**src/indexed_doubly_linked_list_defines.svh**
```systemverilog
// assertion macros for the indexed doubly linked list
`ifndef INDEXED_DOUBLY_LINKED_LIST_DEFINES_SVH
`define INDEXED_DOUBLY_LINKED_LIST_DEFINES_SVH

`ifndef NO_ASSERTIONS
// same-cycle implication, checked at every rising edge outside reset
`define IDLL_ASSERT_NOW(label, ante, cons) \
  label: assert property (@(posedge clk) disable iff (rst) (ante) |-> (cons)) \
    else $error("idll check failed");
// implication whose consequent is checked in the next cycle
`define IDLL_ASSERT_NEXT(label, ante, cons) \
  label: assert property (@(posedge clk) disable iff (rst) (ante) |=> (cons)) \
    else $error("idll check failed");
`else
`define IDLL_ASSERT_NOW(label, ante, cons)
`define IDLL_ASSERT_NEXT(label, ante, cons)
`endif

`endif

```
**src/idll_pkg.sv**
```systemverilog
// shared types and constants for the indexed doubly linked list
`timescale 1ns / 1ps

package idll_pkg;

  localparam int NODES_DEFAULT = 1023;
  localparam int LINK_W        = 10;
  localparam int CMD_W         = 2;
  localparam int DATA_W        = 24;

  typedef enum logic [CMD_W-1:0] {
    CMD_REMOVE     = 2'd0,
    CMD_INS_BEFORE = 2'd1,
    CMD_INS_AFTER  = 2'd2,
    CMD_QUERY      = 2'd3
  } cmd_t;

  // controller to datapath
  typedef struct packed {
    logic clear;
    logic accept;
    logic slot1;
    logic slot2;
    logic out_load;
  } ctrl_t;

  // datapath to controller
  typedef struct packed {
    logic clr_last;
    logic is_query;
    logic out_free;
  } stat_t;

endpackage

```
**src/idll_ctrl.sv**
```systemverilog
// command sequencer for the indexed doubly linked list
`timescale 1ns / 1ps

module idll_ctrl (
  input  logic            clk,
  input  logic            rst,
  input  logic            s_axis_tvalid,
  output logic            s_axis_tready,
  input  idll_pkg::stat_t stat,
  output idll_pkg::ctrl_t ctrl
);
  import idll_pkg::*;

  typedef enum logic [3:0] {
    ST_CLEAR = 4'b0001,
    ST_IDLE  = 4'b0010,
    ST_W1    = 4'b0100,
    ST_W2    = 4'b1000
  } state_t;

  state_t state;
  state_t state_next;

  always_ff @(posedge clk) begin
    if (rst) begin
      state <= ST_CLEAR;
    end else begin
      state <= state_next;
    end
  end

  assign s_axis_tready = (state == ST_IDLE);

  always_comb begin
    state_next    = state;
    ctrl          = '0;
    case (state)
      ST_CLEAR: begin
        ctrl.clear = 1'b1;
        if (stat.clr_last) begin
          state_next = ST_IDLE;
        end
      end
      ST_IDLE: begin
        if (s_axis_tvalid) begin
          ctrl.accept = 1'b1;
          state_next  = ST_W1;
        end
      end
      ST_W1: begin
        if (stat.is_query) begin
          // wait for room in the output register
          if (stat.out_free) begin
            ctrl.out_load = 1'b1;
            state_next    = ST_IDLE;
          end
        end else begin
          ctrl.slot1 = 1'b1;
          state_next = ST_W2;
        end
      end
      ST_W2: begin
        ctrl.slot2 = 1'b1;
        state_next = ST_IDLE;
      end
      default: begin
        state_next = ST_CLEAR;
      end
    endcase
  end

endmodule

```
**config.mk**
```make
export PLATFORM = sky130hd
export DESIGN_NAME = idll_ctrl
export DESIGN_NICKNAME = d
export VERILOG_FILES = /design/src/indexed_doubly_linked_list_defines.svh /design/src/idll_pkg.sv /design/src/idll_ctrl.sv
export SDC_FILE = /design/constraint.sdc
export NUM_CORES = 1
export LEC_CHECK = 0
export ABC_CLOCK_PERIOD_IN_PS = 1790
export BUFFER_PORTS_ARGS = -buffer_cell sky130_fd_sc_hd__buf_4
export CORE_AREA = 2 2 39 41
export DETAILED_ROUTE_END_ITERATION = 12
export DIE_AREA = 0 0 41 43
export GPL_ROUTABILITY_DRIVEN = 0
export SLEW_MARGIN = 20
export SYNTH_ARGS = -nofsm -noshare
export SYNTH_HDL_FRONTEND = slang
export SYNTH_SLANG_ARGS = --single-unit
```
**constraint.sdc**
```tcl
create_clock -name clk -period 1.79 [get_ports clk]
set_clock_uncertainty 0.2 [all_clocks]
set_input_delay 0.358 -clock clk [delete_from_list [all_inputs] [get_ports clk]]
set_output_delay 0.358 -clock clk [all_outputs]
set_load 0.02 [all_outputs]
```
==> qor.txt <==
status = finished with violations
failing checks = negative setup slack
clock root buffer = clkbuf_4
Setup-failing EPs final = 3
minimum clock period = 1873 ps
VDD IR max = 0.0004048 V
routed len/inst = 11.36 um
I/O pin total = 12
Power Dens Cells = 593.6 mW/mm^2
Vias/cell = 4.638
Synth area leaders = dfxtp_1 25%, nor4b_2 19%, buf_6 7.0%, nor2_1 4.7%, nor3b_1 4.7%
critical path class = reg2out
Synth area leader = dfxtp_1
final setup margin = -82.98 ps
post-synthesis cell type count = 21
Die X = 41 um
dpl cell area = 446.7 um^2
HPWL Detailed = 552 um
via count = 320
Num CTS Buffers = 3
Finished Core Util = 39.51%
Hold Path Class = in2reg
biggest regs = state x4
Routed Wire Length = 784 um
unrepaired setup endpoints after global routing = yes
Core Box Area = 0.001384 mm^2
share of cells above drive strength 1 = 64.15%
global-route usage over all layers = 11.03%
Top reg by flops = state
Top FF cell, synth = dfxtp_1
Hold Buf Count CTS = 0
multi-input logic area = 240.2 um^2
P_leak = 0.2258 nW
nets@finish = 61
WP data arrival = 1310 ps
Setup TNS Final = -216.3 ps
CTS sink count = 4
max reg flops = 4
Total Power = 324.6 uW
CTS tree = done
Max Clock Freq = 0.5339 GHz
Worst slew margin = 80.80%
sequential element share of the synthesized area = 25.00%
die area = 0.001763 mm^2
antenna violations before repair = 0
Hold Vio Cnt, Final = 0
Synth top area share = 25.00%
Final Cycle Share = 104.6%
Syn. warnings = 0
Synth top cells by count = 4 x dfxtp_1, 4 x nor2_1, 4 x nor4b_2
FFs w/ async S/R, synth = 0%
WP data required = 1230 ps
global route overflow = 0
Post-DRT Antenna Nets = 0
non-filler instance count after layout = 69
Cells after Synth = 33
Starting Density = 23.15%
# rows = 14
clock latency on the worst-skew pair = 230 ps
Netlist Area Pre-Place = 320.3 um^2
CP max FO = 2
actual slew at the worst max-slew pin = 286.8 ps
EDFF count, synth = 0
CTS H-Tree Depth = 1
first-pass GRT wire length = 1331 um
drt first pass iters = 2
vias in the first global route = 316
Die Ht = 43 um
PortBufs = 11
# diodes = 0
final count of pins violating max slew = 0
max-cap viol count = 0
CP endpoint kind = output port
Area growth syn-to-layout = 70.70%
syn_area_per_cell = 9.706 um^2
clk slew on worst S/H paths = 30 ps
Yosys reg bits = 4
DR DRC count = 0
Max Buffers Root-to-Sink = 2
initial DRC count = 3
syn nets = 39
register area = 83.83 um^2
fin area = 546.8 um^2
FILL cells = 145
CP Launch Type = flip-flop
Cells after DPL = 63
largest net degree at the start of global routing = 9
## power breakdown
part / total (mW) / switching (mW) / internal [mW]
Clock: 0.111 / 0.0361 / 0.0749
Combinational: 0.113 / 0.0523 / 0.0603
Sequential: 0.101 / 0.00420 / 0.0966
Total: 0.325 / 0.0927 / 0.232
## cell usage in the layout, fill, tap and decap left out
cell	Yosys	routed
o22ai_1	1	1
a22oi_1	1	1
nor2_1	4	3
buf_4	0	13
dfxtp_2	0	3
inv_1	1	1
xnor2_1	1	1
nor2_4	0	1
or3b_1	1	1
and3_1	1	1
nor4b_2	4	1
nor2b_1	2	2
a221o_1	1	1
and2_1	1	1
buf_6	2	7
a211oi_1	1	1
a21oi_1	1	1
clkbuf_4	1	3
nor4b_4	0	3
nor3_2	1	1
dfxtp_1	4	1
or4b_4	1	1
o21ai_0	1	1
nor3b_1	2	2
a21oi_2	1	1
## kinds of logic (layout without fill, tap and decap cells)
group / count (synthesis) / in the layout / synth area share [%]
flip-flops: 4 / 4 / 25.00
buffers and inverters: 4 / 24 / 10.55
XOR/XNOR: 1 / 1 / 2.735
AO/OA/AOI/OAI: 7 / 7 / 15.63
AND/OR/NAND/NOR: 17 / 17 / 46.09
## layout make-up
type / count / share of cell area, %
Tap cell: 16 / 3.661
Clock buffer: 3 / 4.119
Multi-Input combinational cell: 25 / 43.94
Timing Repair Buffer: 20 / 32.27
Sequential cell: 4 / 15.33
Inverter: 1 / 0.6865
## critical path: stages (launching register included)
cell,delay [ps]
dfxtp_2,310
or4b_4,560
nor2_4,100
buf_6,120
## routing by layer
layer,wire [um],GRT usage [%]
met2,398,14.69
met4,0,4.000
met1,343,15.38
met3,43,4.712
met5,0,0
## path summary, 6_finish.rpt
kind	start	end	slack (ps)	depth (start not counted)
worst max-delay path	state[3]$_SDFFE_PP0P_	ctrl[2]	-80	3
worst min-delay path	rst	state[3]$_SDFFE_PP0P_	120	2
worst max register to register	state[2]$_SDFFE_PP0P_	state[1]$_SDFFE_PP0P_	280	6
worst min register to register	state[3]$_SDFFE_PP0P_	state[3]$_SDFFE_PP0P_	340	2
## metrics by stage
step,hold WS (ps),setup slack [ps]
2_1_floorplan,225.8,-2.639
3_3_place_gp,314.9,157.1
3_5_place_dp,314.1,142.6
4_1_cts,112.4,-90.67
5_1_grt,115.1,-140.0
6_report,124.4,-82.98
## timing repair
item                       CTS  global route
setup buffers                0             3
pin swaps                    3             5
setup endpoints to repair    5             6
resized for setup            4            10
No activity file was read; power rests on OpenSTA's default activity.
